==> config.mk <==
export PLATFORM = sky130hd
export DESIGN_NAME = dynamic_loss_scaler
export DESIGN_NICKNAME = d
export VERILOG_FILES = /design/src/rtl/dls_pkg.sv /design/src/rtl/dls_front.sv /design/src/rtl/dls_fpu.sv /design/src/rtl/dls_back.sv /design/src/rtl/dynamic_loss_scaler.sv
export SDC_FILE = /design/constraint.sdc
export NUM_CORES = 2
export LEC_CHECK = 0
export BUFFER_PORTS_ARGS = -buffer_cell sky130_fd_sc_hd__buf_2
export CORE_ASPECT_RATIO = 0.6
export CORE_MARGIN = 2
export CORE_UTILIZATION = 60
export CTS_BUF_LIST = sky130_fd_sc_hd__clkbuf_8
export DETAILED_ROUTE_END_ITERATION = 8
export GPL_TIMING_DRIVEN = 0
export HOLD_SLACK_MARGIN = 0.02
export PLACE_DENSITY = 0.8
export REMOVE_ABC_BUFFERS = 1
export SYNTH_ARGS = -nofsm -noshare
export SYNTH_HDL_FRONTEND = slang
export SYNTH_HIERARCHICAL = 1
export SYNTH_SLANG_ARGS = --single-unit
==> constraint.sdc <==
create_clock -name clock -period 9.76 [get_ports clock]
set_clock_uncertainty 0.1 [all_clocks]
set_input_delay 1.464 -clock clock [delete_from_list [all_inputs] [get_ports clock]]
set_output_delay 1.464 -clock clock [all_outputs]
set_load 0.005 [all_outputs]
==> src/rtl/dls_pkg.sv <==
// ---------------------------------------------------------------------------
// Loss scaler package
// Shared widths, codes, types and fp32 helpers.
// ---------------------------------------------------------------------------
package dls_pkg;

   localparam int REQ_TDATA_W = 40;
   localparam int REQ_TUSER_W = 2;
   localparam int RSP_TDATA_W = 72;
   localparam int CSR_INDEX_W = 4;
   localparam int CSR_DATA_W  = 32;
   localparam int QUEUE_DEPTH = 2;

   localparam logic [1:0] FUNC_SCALE   = 2'd0;
   localparam logic [1:0] FUNC_UNSCALE = 2'd1;
   localparam logic [1:0] FUNC_STEP    = 2'd2;

   localparam logic [CSR_INDEX_W-1:0] CSR_INIT_SCALE = 4'd0;
   localparam logic [CSR_INDEX_W-1:0] CSR_GROW       = 4'd1;
   localparam logic [CSR_INDEX_W-1:0] CSR_SHRINK     = 4'd2;
   localparam logic [CSR_INDEX_W-1:0] CSR_STEPS      = 4'd3;

   localparam logic FPU_OP_MUL   = 1'b0;
   localparam logic FPU_OP_RECIP = 1'b1;

   localparam logic [31:0] FP_DEF_SCALE  = 32'h4780_0000;
   localparam logic [31:0] FP_DEF_INV    = 32'h3780_0000;
   localparam logic [31:0] FP_DEF_GROW   = 32'h4000_0000;
   localparam logic [31:0] FP_DEF_SHRINK = 32'h3F00_0000;
   localparam logic [31:0] FP_ONE        = 32'h3F80_0000;
   localparam logic [31:0] FP_MAX_SCALE  = 32'h4F80_0000;
   localparam logic [31:0] FP_QNAN       = 32'h7FC0_0000;
   localparam logic [31:0] FP_DEF_NAN    = 32'hFFC0_0000;
   localparam logic [31:0] FP_QUIET_BIT  = 32'h0040_0000;
   localparam logic [15:0] DEF_STEPS     = 16'd2000;

   typedef struct packed {
      logic [1:0]  func;
      logic [31:0] value;
      logic        first;
   } item_type;

   typedef struct packed {
      logic        start;
      logic        op;
      logic [31:0] a;
      logic [31:0] b;
   } fpu_req_type;

   function automatic logic nonfinite(input logic [31:0] x);
      return x[30:23] == 8'hFF;
   endfunction

   function automatic logic is_nan(input logic [31:0] x);
      return (x[30:23] == 8'hFF) && (x[22:0] != 23'd0);
   endfunction

   function automatic logic [31:0] canon(input logic [31:0] x);
      return is_nan(x) ? FP_QNAN : x;
   endfunction

   function automatic logic [31:0] pick(input logic [31:0] x, input logic [31:0] dflt);
      return (!x[31] && (x[30:0] != 31'd0) && !is_nan(x)) ? x : dflt;
   endfunction

   function automatic logic lt_one(input logic [31:0] x);
      return !is_nan(x) && (x[31] || (x[30:0] < FP_ONE[30:0]));
   endfunction

   function automatic logic gt_max(input logic [31:0] x);
      return !is_nan(x) && !x[31] && (x[30:0] > FP_MAX_SCALE[30:0]);
   endfunction

endpackage

==> src/rtl/dls_front.sv <==
// ---------------------------------------------------------------------------
// Loss scaler front end
// Takes request beats and holds them in a short queue for the back end.
// ---------------------------------------------------------------------------
module dls_front #(
   parameter int QUEUE_DEPTH = dls_pkg::QUEUE_DEPTH
) (
   input  logic                            clock,
   input  logic                            reset,
   input  logic                            req_tvalid,
   output logic                            req_tready,
   input  logic [dls_pkg::REQ_TDATA_W-1:0] req_tdata,
   input  logic [dls_pkg::REQ_TUSER_W-1:0] req_tuser,
   output logic                            q_valid,
   output dls_pkg::item_type               q_item,
   input  logic                            q_pop
);

   localparam int PTR_W = (QUEUE_DEPTH > 1) ? $clog2(QUEUE_DEPTH) : 1;
   localparam int CNT_W = $clog2(QUEUE_DEPTH + 1);

   dls_pkg::item_type     buf_ff [QUEUE_DEPTH];
   dls_pkg::item_type     push_item;
   logic [PTR_W-1:0]      wr_ptr_ff, wr_ptr_in;
   logic [PTR_W-1:0]      rd_ptr_ff, rd_ptr_in;
   logic [CNT_W-1:0]      cnt_ff, cnt_in;
   logic                  push, pop;

   assign req_tready = cnt_ff != CNT_W'(QUEUE_DEPTH);
   assign push       = req_tvalid && req_tready;
   assign q_valid    = cnt_ff != '0;
   assign pop        = q_pop && q_valid;
   assign q_item     = buf_ff[rd_ptr_ff];

   always_comb begin
      push_item.func  = req_tuser[1:0];
      push_item.value = req_tdata[31:0];
      push_item.first = req_tdata[32];
      wr_ptr_in = wr_ptr_ff;
      rd_ptr_in = rd_ptr_ff;
      cnt_in    = cnt_ff;
      if (push) begin
         wr_ptr_in = (wr_ptr_ff == PTR_W'(QUEUE_DEPTH - 1)) ? '0 : wr_ptr_ff + 1'b1;
      end
      if (pop) begin
         rd_ptr_in = (rd_ptr_ff == PTR_W'(QUEUE_DEPTH - 1)) ? '0 : rd_ptr_ff + 1'b1;
      end
      if (push && !pop) begin
         cnt_in = cnt_ff + 1'b1;
      end else if (pop && !push) begin
         cnt_in = cnt_ff - 1'b1;
      end
   end

   always_ff @(posedge clock) begin
      if (reset) begin
         wr_ptr_ff <= '0;
         rd_ptr_ff <= '0;
         cnt_ff    <= '0;
      end else begin
         wr_ptr_ff <= wr_ptr_in;
         rd_ptr_ff <= rd_ptr_in;
         cnt_ff    <= cnt_in;
      end
   end

   always_ff @(posedge clock) begin
      if (push) begin
         buf_ff[wr_ptr_ff] <= push_item;
      end
   end

endmodule

==> src/rtl/dls_fpu.sv <==
// ---------------------------------------------------------------------------
// Loss scaler fp32 unit
// Multi-cycle fp32 multiply and reciprocal, round to nearest even,
// subnormals kept. Reciprocal runs a restoring divider, one bit a cycle.
// ---------------------------------------------------------------------------
module dls_fpu (
   input  logic                 clock,
   input  logic                 reset,
   input  dls_pkg::fpu_req_type req,
   output logic                 done,
   output logic [31:0]          result
);

   localparam logic [2:0] S_IDLE  = 3'd0;
   localparam logic [2:0] S_DIV   = 3'd1;
   localparam logic [2:0] S_NORM  = 3'd2;
   localparam logic [2:0] S_ROUND = 3'd3;

   function automatic logic [4:0] lzc24(input logic [23:0] v);
      logic [4:0] n;
      n = '0;
      for (int i = 0; i < 24; i++) begin
         if (v[i]) n = 5'(23 - i);
      end
      return n;
   endfunction

   function automatic logic [5:0] lzc48(input logic [47:0] v);
      logic [5:0] n;
      n = '0;
      for (int i = 0; i < 48; i++) begin
         if (v[i]) n = 6'(47 - i);
      end
      return n;
   endfunction

   logic [2:0]         state_ff, state_in;
   logic               sign_ff, sign_in;
   logic [47:0]        p_ff, p_in;
   logic signed [10:0] x_ff, x_in;
   logic               stk_ff, stk_in;
   logic [23:0]        rem_ff, rem_in;
   logic [23:0]        ms_ff, ms_in;
   logic [24:0]        q_ff, q_in;
   logic [5:0]         cnt_ff, cnt_in;
   logic [47:0]        m_ff, m_in;
   logic signed [10:0] re_ff, re_in;
   logic [31:0]        result_ff, result_in;
   logic               done_ff, done_in;

   logic        a_zero, a_inf, a_nan, b_zero, b_inf, b_nan, sgn;
   logic [23:0] a_sig, b_sig;
   logic [7:0]  a_ee, b_ee;
   logic [4:0]  lz_a;
   logic [5:0]  lz_p;
   logic [24:0] rem2;
   logic        ge;
   logic signed [10:0] sh;
   logic [47:0] m2;
   logic        lost, rnd;
   logic [7:0]  e_f;
   logic [30:0] mag;

   always_comb begin
      a_zero = (req.a[30:23] == 8'd0) && (req.a[22:0] == 23'd0);
      a_inf  = (req.a[30:23] == 8'hFF) && (req.a[22:0] == 23'd0);
      a_nan  = dls_pkg::is_nan(req.a);
      b_zero = (req.b[30:23] == 8'd0) && (req.b[22:0] == 23'd0);
      b_inf  = (req.b[30:23] == 8'hFF) && (req.b[22:0] == 23'd0);
      b_nan  = dls_pkg::is_nan(req.b);
      a_sig  = {req.a[30:23] != 8'd0, req.a[22:0]};
      b_sig  = {req.b[30:23] != 8'd0, req.b[22:0]};
      a_ee   = (req.a[30:23] == 8'd0) ? 8'd1 : req.a[30:23];
      b_ee   = (req.b[30:23] == 8'd0) ? 8'd1 : req.b[30:23];
      lz_a   = lzc24(a_sig);
      sgn    = (req.op == dls_pkg::FPU_OP_MUL) ? (req.a[31] ^ req.b[31]) : req.a[31];

      rem2 = {rem_ff, 1'b0};
      ge   = rem2 >= {1'b0, ms_ff};
      lz_p = lzc48(p_ff);

      sh   = 11'sd1 - re_ff;
      m2   = m_ff;
      lost = 1'b0;
      e_f  = re_ff[7:0];
      if (re_ff < 11'sd1) begin
         e_f = 8'd0;
         if (sh > 11'sd47) begin
            m2   = '0;
            lost = m_ff != '0;
         end else begin
            m2   = m_ff >> sh[5:0];
            lost = (m_ff & ~({48{1'b1}} << sh[5:0])) != '0;
         end
      end
      rnd = m2[23] & (m2[24] | (m2[22:0] != 23'd0) | lost | stk_ff);
      mag = {e_f, m2[46:24]} + 31'(rnd);

      state_in  = state_ff;
      sign_in   = sign_ff;
      p_in      = p_ff;
      x_in      = x_ff;
      stk_in    = stk_ff;
      rem_in    = rem_ff;
      ms_in     = ms_ff;
      q_in      = q_ff;
      cnt_in    = cnt_ff;
      m_in      = m_ff;
      re_in     = re_ff;
      result_in = result_ff;
      done_in   = 1'b0;

      unique case (state_ff)
         S_IDLE: begin
            if (req.start) begin
               sign_in = sgn;
               stk_in  = 1'b0;
               if (req.op == dls_pkg::FPU_OP_MUL) begin
                  done_in = 1'b1;
                  if (a_nan) begin
                     result_in = req.a | dls_pkg::FP_QUIET_BIT;
                  end else if (b_nan) begin
                     result_in = req.b | dls_pkg::FP_QUIET_BIT;
                  end else if ((a_inf && b_zero) || (a_zero && b_inf)) begin
                     result_in = dls_pkg::FP_DEF_NAN;
                  end else if (a_inf || b_inf) begin
                     result_in = {sgn, 8'hFF, 23'd0};
                  end else if (a_zero || b_zero) begin
                     result_in = {sgn, 31'd0};
                  end else begin
                     done_in  = 1'b0;
                     p_in     = a_sig * b_sig;
                     x_in     = $signed({3'b0, a_ee}) + $signed({3'b0, b_ee}) - 11'sd127;
                     state_in = S_NORM;
                  end
               end else begin
                  done_in = 1'b1;
                  if (a_nan) begin
                     result_in = req.a | dls_pkg::FP_QUIET_BIT;
                  end else if (a_inf) begin
                     result_in = {sgn, 31'd0};
                  end else if (a_zero) begin
                     result_in = {sgn, 8'hFF, 23'd0};
                  end else begin
                     done_in  = 1'b0;
                     ms_in    = a_sig << lz_a;
                     x_in     = 11'sd253 - $signed({3'b0, a_ee}) + $signed({6'b0, lz_a});
                     rem_in   = 24'd1;
                     q_in     = '0;
                     cnt_in   = '0;
                     state_in = S_DIV;
                  end
               end
            end
         end
         S_DIV: begin
            rem_in = ge ? 24'(rem2 - {1'b0, ms_ff}) : rem2[23:0];
            q_in   = {q_ff[23:0], ge};
            cnt_in = cnt_ff + 1'b1;
            if (cnt_ff == 6'd47) begin
               p_in     = {q_ff[24:0], ge, 22'd0};
               stk_in   = ge ? (24'(rem2 - {1'b0, ms_ff}) != 24'd0) : (rem2[23:0] != 24'd0);
               state_in = S_NORM;
            end
         end
         S_NORM: begin
            m_in     = p_ff << lz_p;
            re_in    = x_ff + 11'sd1 - $signed({5'b0, lz_p});
            state_in = S_ROUND;
         end
         S_ROUND: begin
            done_in   = 1'b1;
            result_in = (re_ff >= 11'sd255) ? {sign_ff, 8'hFF, 23'd0} : {sign_ff, mag};
            state_in  = S_IDLE;
         end
         default: begin
            state_in = S_IDLE;
         end
      endcase
   end

   always_ff @(posedge clock) begin
      if (reset) begin
         state_ff <= S_IDLE;
         done_ff  <= 1'b0;
      end else begin
         state_ff <= state_in;
         done_ff  <= done_in;
      end
   end

   always_ff @(posedge clock) begin
      sign_ff   <= sign_in;
      p_ff      <= p_in;
      x_ff      <= x_in;
      stk_ff    <= stk_in;
      rem_ff    <= rem_in;
      ms_ff     <= ms_in;
      q_ff      <= q_in;
      cnt_ff    <= cnt_in;
      m_ff      <= m_in;
      re_ff     <= re_in;
      result_ff <= result_in;
   end

   assign done   = done_ff;
   assign result = result_ff;

endmodule

==> src/rtl/dls_back.sv <==
// ---------------------------------------------------------------------------
// Loss scaler back end
// Sequences each queued item, through the fp32 unit where it needs one, keeps
// scale state and the control registers, and drives the response register.
// ---------------------------------------------------------------------------
module dls_back (
   input  logic                            clock,
   input  logic                            reset,
   input  logic                            q_valid,
   input  dls_pkg::item_type               q_item,
   output logic                            q_pop,
   input  logic                            csr_wr_en,
   input  logic [dls_pkg::CSR_INDEX_W-1:0] csr_index,
   input  logic [dls_pkg::CSR_DATA_W-1:0]  csr_wdata,
   output dls_pkg::fpu_req_type            fpu_req,
   input  logic                            fpu_done,
   input  logic [31:0]                     fpu_result,
   output logic                            rsp_tvalid,
   input  logic                            rsp_tready,
   output logic [dls_pkg::RSP_TDATA_W-1:0] rsp_tdata
);

   localparam logic [2:0] B_IDLE = 3'd0;
   localparam logic [2:0] B_ELEM = 3'd1;
   localparam logic [2:0] B_SMUL = 3'd2;
   localparam logic [2:0] B_REC  = 3'd3;
   localparam logic [2:0] B_WR   = 3'd4;

   logic [2:0]  state_ff, state_in;
   logic [31:0] scale_ff, scale_in;
   logic [31:0] inv_ff, inv_in;
   logic [15:0] count_ff, count_in;
   logic        bad_ff, bad_in;
   logic [31:0] grow_ff, grow_in;
   logic [31:0] shrink_ff, shrink_in;
   logic [15:0] steps_ff, steps_in;
   logic        rec_pend_ff, rec_pend_in;
   logic        from_item_ff, from_item_in;
   logic        unscale_ff, unscale_in;
   logic        shrink_sel_ff, shrink_sel_in;
   logic [31:0] vout_ff, vout_in;
   logic        ebad_ff, ebad_in;
   logic        go_ff, go_in;
   logic        rsp_valid_ff, rsp_valid_in;
   logic [dls_pkg::RSP_TDATA_W-1:0] rsp_data_ff, rsp_data_in;

   logic [15:0] need, cnt_nx;
   logic [31:0] s_clamp;
   logic        out_free;

   always_comb begin
      need     = (steps_ff == 16'd0) ? dls_pkg::DEF_STEPS : steps_ff;
      cnt_nx   = count_ff + 16'd1;
      out_free = !rsp_valid_ff || rsp_tready;
      if (shrink_sel_ff) begin
         s_clamp = dls_pkg::lt_one(fpu_result) ? dls_pkg::FP_ONE : fpu_result;
      end else begin
         s_clamp = dls_pkg::gt_max(fpu_result) ? dls_pkg::FP_MAX_SCALE : fpu_result;
      end

      state_in      = state_ff;
      scale_in      = scale_ff;
      inv_in        = inv_ff;
      count_in      = count_ff;
      bad_in        = bad_ff;
      grow_in       = grow_ff;
      shrink_in     = shrink_ff;
      steps_in      = steps_ff;
      rec_pend_in   = rec_pend_ff;
      from_item_in  = from_item_ff;
      unscale_in    = unscale_ff;
      shrink_sel_in = shrink_sel_ff;
      vout_in       = vout_ff;
      ebad_in       = ebad_ff;
      go_in         = go_ff;
      rsp_valid_in  = rsp_valid_ff && !rsp_tready;
      rsp_data_in   = rsp_data_ff;
      q_pop         = 1'b0;
      fpu_req       = '0;

      unique case (state_ff)
         B_IDLE: begin
            if (rec_pend_ff) begin
               rec_pend_in   = 1'b0;
               fpu_req.start = 1'b1;
               fpu_req.op    = dls_pkg::FPU_OP_RECIP;
               fpu_req.a     = scale_ff;
               state_in      = B_REC;
            end else if (q_valid) begin
               q_pop      = 1'b1;
               vout_in    = '0;
               ebad_in    = 1'b0;
               go_in      = 1'b0;
               unscale_in = q_item.func == dls_pkg::FUNC_UNSCALE;
               if (q_item.func == dls_pkg::FUNC_SCALE) begin
                  fpu_req.start = 1'b1;
                  fpu_req.op    = dls_pkg::FPU_OP_MUL;
                  fpu_req.a     = q_item.value;
                  fpu_req.b     = scale_ff;
                  state_in      = B_ELEM;
               end else if (q_item.func == dls_pkg::FUNC_UNSCALE) begin
                  if (q_item.first) bad_in = 1'b0;
                  fpu_req.start = 1'b1;
                  fpu_req.op    = dls_pkg::FPU_OP_MUL;
                  fpu_req.a     = q_item.value;
                  fpu_req.b     = inv_ff;
                  state_in      = B_ELEM;
               end else if (q_item.func == dls_pkg::FUNC_STEP) begin
                  go_in  = !bad_ff;
                  bad_in = 1'b0;
                  fpu_req.op = dls_pkg::FPU_OP_MUL;
                  fpu_req.a  = scale_ff;
                  if (bad_ff) begin
                     count_in      = '0;
                     shrink_sel_in = 1'b1;
                     fpu_req.start = 1'b1;
                     fpu_req.b     = dls_pkg::pick(shrink_ff, dls_pkg::FP_DEF_SHRINK);
                     state_in      = B_SMUL;
                  end else if (cnt_nx >= need) begin
                     count_in      = '0;
                     shrink_sel_in = 1'b0;
                     fpu_req.start = 1'b1;
                     fpu_req.b     = dls_pkg::pick(grow_ff, dls_pkg::FP_DEF_GROW);
                     state_in      = B_SMUL;
                  end else begin
                     count_in = cnt_nx;
                     state_in = B_WR;
                  end
               end else begin
                  state_in = B_WR;
               end
            end
         end
         B_ELEM: begin
            if (fpu_done) begin
               vout_in = dls_pkg::canon(fpu_result);
               if (unscale_ff && dls_pkg::nonfinite(fpu_result)) begin
                  ebad_in = 1'b1;
                  bad_in  = 1'b1;
               end
               state_in = B_WR;
            end
         end
         B_SMUL: begin
            if (fpu_done) begin
               scale_in     = s_clamp;
               rec_pend_in  = 1'b1;
               from_item_in = 1'b1;
               state_in     = B_IDLE;
            end
         end
         B_REC: begin
            if (fpu_done) begin
               inv_in       = fpu_result;
               from_item_in = 1'b0;
               state_in     = from_item_ff ? B_WR : B_IDLE;
            end
         end
         B_WR: begin
            if (out_free) begin
               rsp_valid_in = 1'b1;
               rsp_data_in  = {5'd0, scale_ff, go_ff, bad_ff, ebad_ff, vout_ff};
               state_in     = B_IDLE;
            end
         end
         default: begin
            state_in = B_IDLE;
         end
      endcase

      if (csr_wr_en) begin
         priority if (csr_index == dls_pkg::CSR_INIT_SCALE) begin
            scale_in    = dls_pkg::pick(csr_wdata, dls_pkg::FP_DEF_SCALE);
            rec_pend_in = 1'b1;
         end else if (csr_index == dls_pkg::CSR_GROW) begin
            grow_in = csr_wdata;
         end else if (csr_index == dls_pkg::CSR_SHRINK) begin
            shrink_in = csr_wdata;
         end else if (csr_index == dls_pkg::CSR_STEPS) begin
            steps_in = csr_wdata[15:0];
         end else begin
            steps_in = steps_ff;
         end
      end
   end

   always_ff @(posedge clock) begin
      if (reset) begin
         state_ff      <= B_IDLE;
         scale_ff      <= dls_pkg::FP_DEF_SCALE;
         inv_ff        <= dls_pkg::FP_DEF_INV;
         count_ff      <= '0;
         bad_ff        <= 1'b0;
         grow_ff       <= dls_pkg::FP_DEF_GROW;
         shrink_ff     <= dls_pkg::FP_DEF_SHRINK;
         steps_ff      <= dls_pkg::DEF_STEPS;
         rec_pend_ff   <= 1'b0;
         from_item_ff  <= 1'b0;
         rsp_valid_ff  <= 1'b0;
      end else begin
         state_ff      <= state_in;
         scale_ff      <= scale_in;
         inv_ff        <= inv_in;
         count_ff      <= count_in;
         bad_ff        <= bad_in;
         grow_ff       <= grow_in;
         shrink_ff     <= shrink_in;
         steps_ff      <= steps_in;
         rec_pend_ff   <= rec_pend_in;
         from_item_ff  <= from_item_in;
         rsp_valid_ff  <= rsp_valid_in;
      end
   end

   always_ff @(posedge clock) begin
      unscale_ff    <= unscale_in;
      shrink_sel_ff <= shrink_sel_in;
      vout_ff       <= vout_in;
      ebad_ff       <= ebad_in;
      go_ff         <= go_in;
      rsp_data_ff   <= rsp_data_in;
   end

   assign rsp_tvalid = rsp_valid_ff;
   assign rsp_tdata  = rsp_data_ff;

endmodule

==> src/rtl/dynamic_loss_scaler.sv <==
// ---------------------------------------------------------------------------
// Dynamic loss scaler
// fp32 loss scaling, gradient unscaling with overflow detection, and
// per-step scale backoff and growth.
// ---------------------------------------------------------------------------
// One item is worked at a time. A scale or unscale beat goes from the queue
// to the response register through one fp32 multiply, then normalise and
// round stages. An end-of-step beat that changes the scale runs the scale
// multiply, then the reciprocal, which runs a restoring divider at one
// quotient bit a cycle. A write to initial_scale starts the same reciprocal,
// and items wait behind it. The request queue keeps taking beats, until it
// is full, while the back end works or a response waits.
module dynamic_loss_scaler #(
   parameter int QUEUE_DEPTH = dls_pkg::QUEUE_DEPTH
) (
   input  logic                            clock,
   input  logic                            reset,
   input  logic                            req_tvalid,
   output logic                            req_tready,
   // value_in [31:0], first_of_pass [32]
   input  logic [dls_pkg::REQ_TDATA_W-1:0] req_tdata,
   // func [1:0]
   input  logic [dls_pkg::REQ_TUSER_W-1:0] req_tuser,
   output logic                            rsp_tvalid,
   input  logic                            rsp_tready,
   // value_out [31:0], element_bad [32], inf_seen [33], optimizer_go [34],
   // scale_now [66:35]
   output logic [dls_pkg::RSP_TDATA_W-1:0] rsp_tdata,
   input  logic                            csr_wr_en,
   input  logic [dls_pkg::CSR_INDEX_W-1:0] csr_index,
   input  logic [dls_pkg::CSR_DATA_W-1:0]  csr_wdata
);

   logic                 q_valid, q_pop;
   dls_pkg::item_type    q_item;
   dls_pkg::fpu_req_type fpu_req;
   logic                 fpu_done;
   logic [31:0]          fpu_result;

   dls_front #(
      .QUEUE_DEPTH(QUEUE_DEPTH)
   ) u_front (
      .clock      (clock),
      .reset      (reset),
      .req_tvalid (req_tvalid),
      .req_tready (req_tready),
      .req_tdata  (req_tdata),
      .req_tuser  (req_tuser),
      .q_valid    (q_valid),
      .q_item     (q_item),
      .q_pop      (q_pop)
   );

   dls_fpu u_fpu (
      .clock  (clock),
      .reset  (reset),
      .req    (fpu_req),
      .done   (fpu_done),
      .result (fpu_result)
   );

   dls_back u_back (
      .clock      (clock),
      .reset      (reset),
      .q_valid    (q_valid),
      .q_item     (q_item),
      .q_pop      (q_pop),
      .csr_wr_en  (csr_wr_en),
      .csr_index  (csr_index),
      .csr_wdata  (csr_wdata),
      .fpu_req    (fpu_req),
      .fpu_done   (fpu_done),
      .fpu_result (fpu_result),
      .rsp_tvalid (rsp_tvalid),
      .rsp_tready (rsp_tready),
      .rsp_tdata  (rsp_tdata)
   );

endmodule

==> results.cfg <==
[floorplan]
ios = 157
fp.dieH_um = 238
design.core.area_um2 = 89900
die_area_um2 = 93400
start_util = 0.607
die_width_um = 393
num_rows = 85

[drt]
first_pass_iters = 9
drc_errors = 0
viasPerCell = 6.70
vias = 48600
detail_route.wl_per_cell_um = 26.4
ant_nets = 0
wl_um = 192000
drtIter0Drc = 8086

[power_and_ir_drop]
vdd_ir_drop_max_mv = 0.662
power.total_mw = 17.2
pwr_density_cell_nw_per_um2 = 277
p_leak_nw = 25.3

[final_layout]
multi_input_area_um2 = 36500
syn_to_final_growth_pct = 13.7
drive_gt1_frac = 0.155
layout_commonest_cell = nand2_1
regArea_um2 = 15600
final_cell_mix = 764 x nand2_1, 657 x inv_1, 473 x fa_1, 413 x a21oi_1, 403 x edfxtp_1
finalNetCount = 6801
fillCellCount = 6438
fin_area_um2 = 62000

[timing]
fin_crit_sh = 1.07
layout_min_cycle_time_ps = 10410
drv_slew = 0
slew_headroom = 0.0162
setup_viol = 23
worstMarginPinSlew_ps = 1470
setup_tns_ps = -9700
max_freq_mhz = 96.1
rsz0062_at_grt = true
worst_slack_ps = -648
hold_viol = 0

[synthesis]
syn_inst = 5860
synth.distinct_cells = 109
synth_flop_cell = edfxtp_1
ys_ff_latch = 578
async_reset_ff_frac = 0
synth_edf_count = 403
synth_area_um2 = 54500
avgSynthCellArea_um2 = 9.31
synth_warnings = 6
synth_seq_area_share = 0.286

[worst_setup_path]
critPathSlowestCell = fa_1
worstSetupStartpoint = u_back/count_ff[1]
end_kind = register
reg2reg_depth = 38
crit_arrival_ps = 10770
worstSetupPathType = register to register
r2r_setup_slack_ps = -650
cpMostUsedCell = fa_1
worstReg2RegStart = u_back/count_ff[1]
path_max_fanout = 7
cp-start-kind = register
worstPathRequired_ps = 10120
critPathMaxStageDelay_ps = 600
r2r-end = u_fpu/p_ff[47]
setup.worst_path.end = u_fpu/p_ff[47]

[clocking]
numCtsBuffers = 88
cts_max_path_buffers = 3
path_clk_slew_ps = 70
root_buffer = clkbuf_8
h-tree-depth = 3
worstSkewPairLatency_ps = 770
cts_sinks = 578
cts_tree = done

[global_routing]
grtUsageTotal = 0.401
gr-total-overflow = 0
grt_antenna_before_repair = 15
grt_start_max_net_pins = 122
grt_pass1_wl_um = 284000
grt_pass1_vias = 46500

[hold_path]
hp-class = register to register

[status]
violations = max-capacitance violations, negative setup slack
status = complete, but fails checks

[placement]
port-buffer-count = 144
finalWeightedCongestion = 1.02
dp_hpwl_um = 130000
post-place-ws_ps = -4050
place_area_um2 = 56700

[flow_run]
maxCapViolations = 1
==> flip-flops by register name, indices dropped and copies added, names as in the netlist, 16 cells and up, named ones only <==
signal	cells
u_fpu/m_ff	48
u_back/vout_ff	32
u_fpu/ms_ff	24
u_fpu/rem_ff	24
u_back/count_ff	16
u_fpu/p_ff	48
u_back/inv_ff	32
u_back/steps_ff	16
u_front/buf_ff	70
u_back/grow_ff	32
u_fpu/result	32
u_fpu/q_ff	25
u_back/scale_ff	32
u_back/rsp_tdata	67
u_back/shrink_ff	32
==> routing by layer <==
| metal | global-route usage | part of all wire | up-vias |
|---|---|---|---|
| met5 | 0 | 0.00047 | - |
| met1 | 0.579 | 0.39 | 23700 |
| met4 | 0.133 | 0.039 | 14 |
| met3 | 0.174 | 0.17 | 667 |
| li1 | - | - | 20300 |
| met2 | 0.536 | 0.40 | 3872 |
==> synth_stat cells (42+ instances only) <==
cell type  count  area [um^2]
nor4_1        74          463
mux2i_1      208         2080
a21oi_1      426         2130
fa_1         486         9730
mux4_2        52         1170
o21ai_0      137          686
nor2_1       311         1170
nand3_1      116          581
and2_1       282         1760
nor3_1        62          310
and3_1        73          457
ha_1         269         3370
nand2_1      779         2920
edfxtp_1     403        12100
mux2_2        69          777
dfxtp_1      175         3500
xnor2_1       68          596
clkbuf_1     299         1120
a21o_1        62          465
inv_1        649         2440
xor2_1        56          490
a211oi_1      42          315
==> logic make-up after synthesis <==
family / Yosys count / share of synthesized area
XOR/XNOR: 124 / 0.0199
adder cells (fa/ha/maj): 758 / 0.241
multiplexers: 329 / 0.0739
AO/OA/AOI/OAI: 1101 / 0.133
flip-flops: 578 / 0.286
other: 1 / 0.0000688
AND/OR/NAND/NOR: 1928 / 0.172
buffers and inverters: 1041 / 0.0748
==> critical path: cells and delay by family, from the launching register on <==
kind                     cells  cell delay [ps]
AO/OA/AOI/OAI               11             2500
buffers and inverters       10             1270
AND/OR/NAND/NOR              6             1340
XOR/XNOR                     2              330
flip-flops                   1              390
adder cells (fa/ha/maj)      9             4150
==> per-stage QoR <==
step                       util  hold slack (ps)  cells
after floorplan               -              300   5476
after global placement    0.614              301   6838
after detailed placement  0.631              305   6897
after CTS                 0.683              319   7222
after global routing      0.690              324   7252
final                     0.690              314   7258
==> power breakdown <==
| group | leakage (nW) | total, mW | switching (mW) | internal [mW] |
|---|---|---|---|---|
| Sequential | 5.15 | 4.08 | 0.625 | 3.45 |
| Clock | 1.05 | 2.17 | 1.05 | 1.11 |
| Combinational | 19.1 | 10.9 | 7.00 | 3.95 |
==> what timing repair did <==
item | CTS | global route
resized for setup | 227 | 67
gates cloned | 15 | 1
buffers inserted | 150 | 28
hold buffers | 0 | 0
pin swaps | 138 | 74
endpoints found under the setup margin | 40 | 27
==> layout make-up <==
type	count	area share
repair inverters	1	0.000121
clock buffers	99	0.0220
clock inverters	62	0.00842
inverters	653	0.0397
diodes	6	0.000242
flip-flops and latches	578	0.252
repair buffers	390	0.0632
well taps	1218	0.0246
multi-input cells	4251	0.589
==> worst min path at each step <==
stage,from,end,cells after the start
finish,u_back/vout_ff[7],u_back/rsp_tdata[7],0
global route,u_back/vout_ff[18],u_back/rsp_tdata[18],0
CTS,u_back/vout_ff[18],u_back/rsp_tdata[18],0
detailed placement,u_back/vout_ff[16],u_back/rsp_tdata[16],0
global placement,u_back/vout_ff[5],u_back/rsp_tdata[5],0
floorplan,u_back/vout_ff[0],u_back/rsp_tdata[0],0
Note: power is estimated with default switching activity, not from simulation.
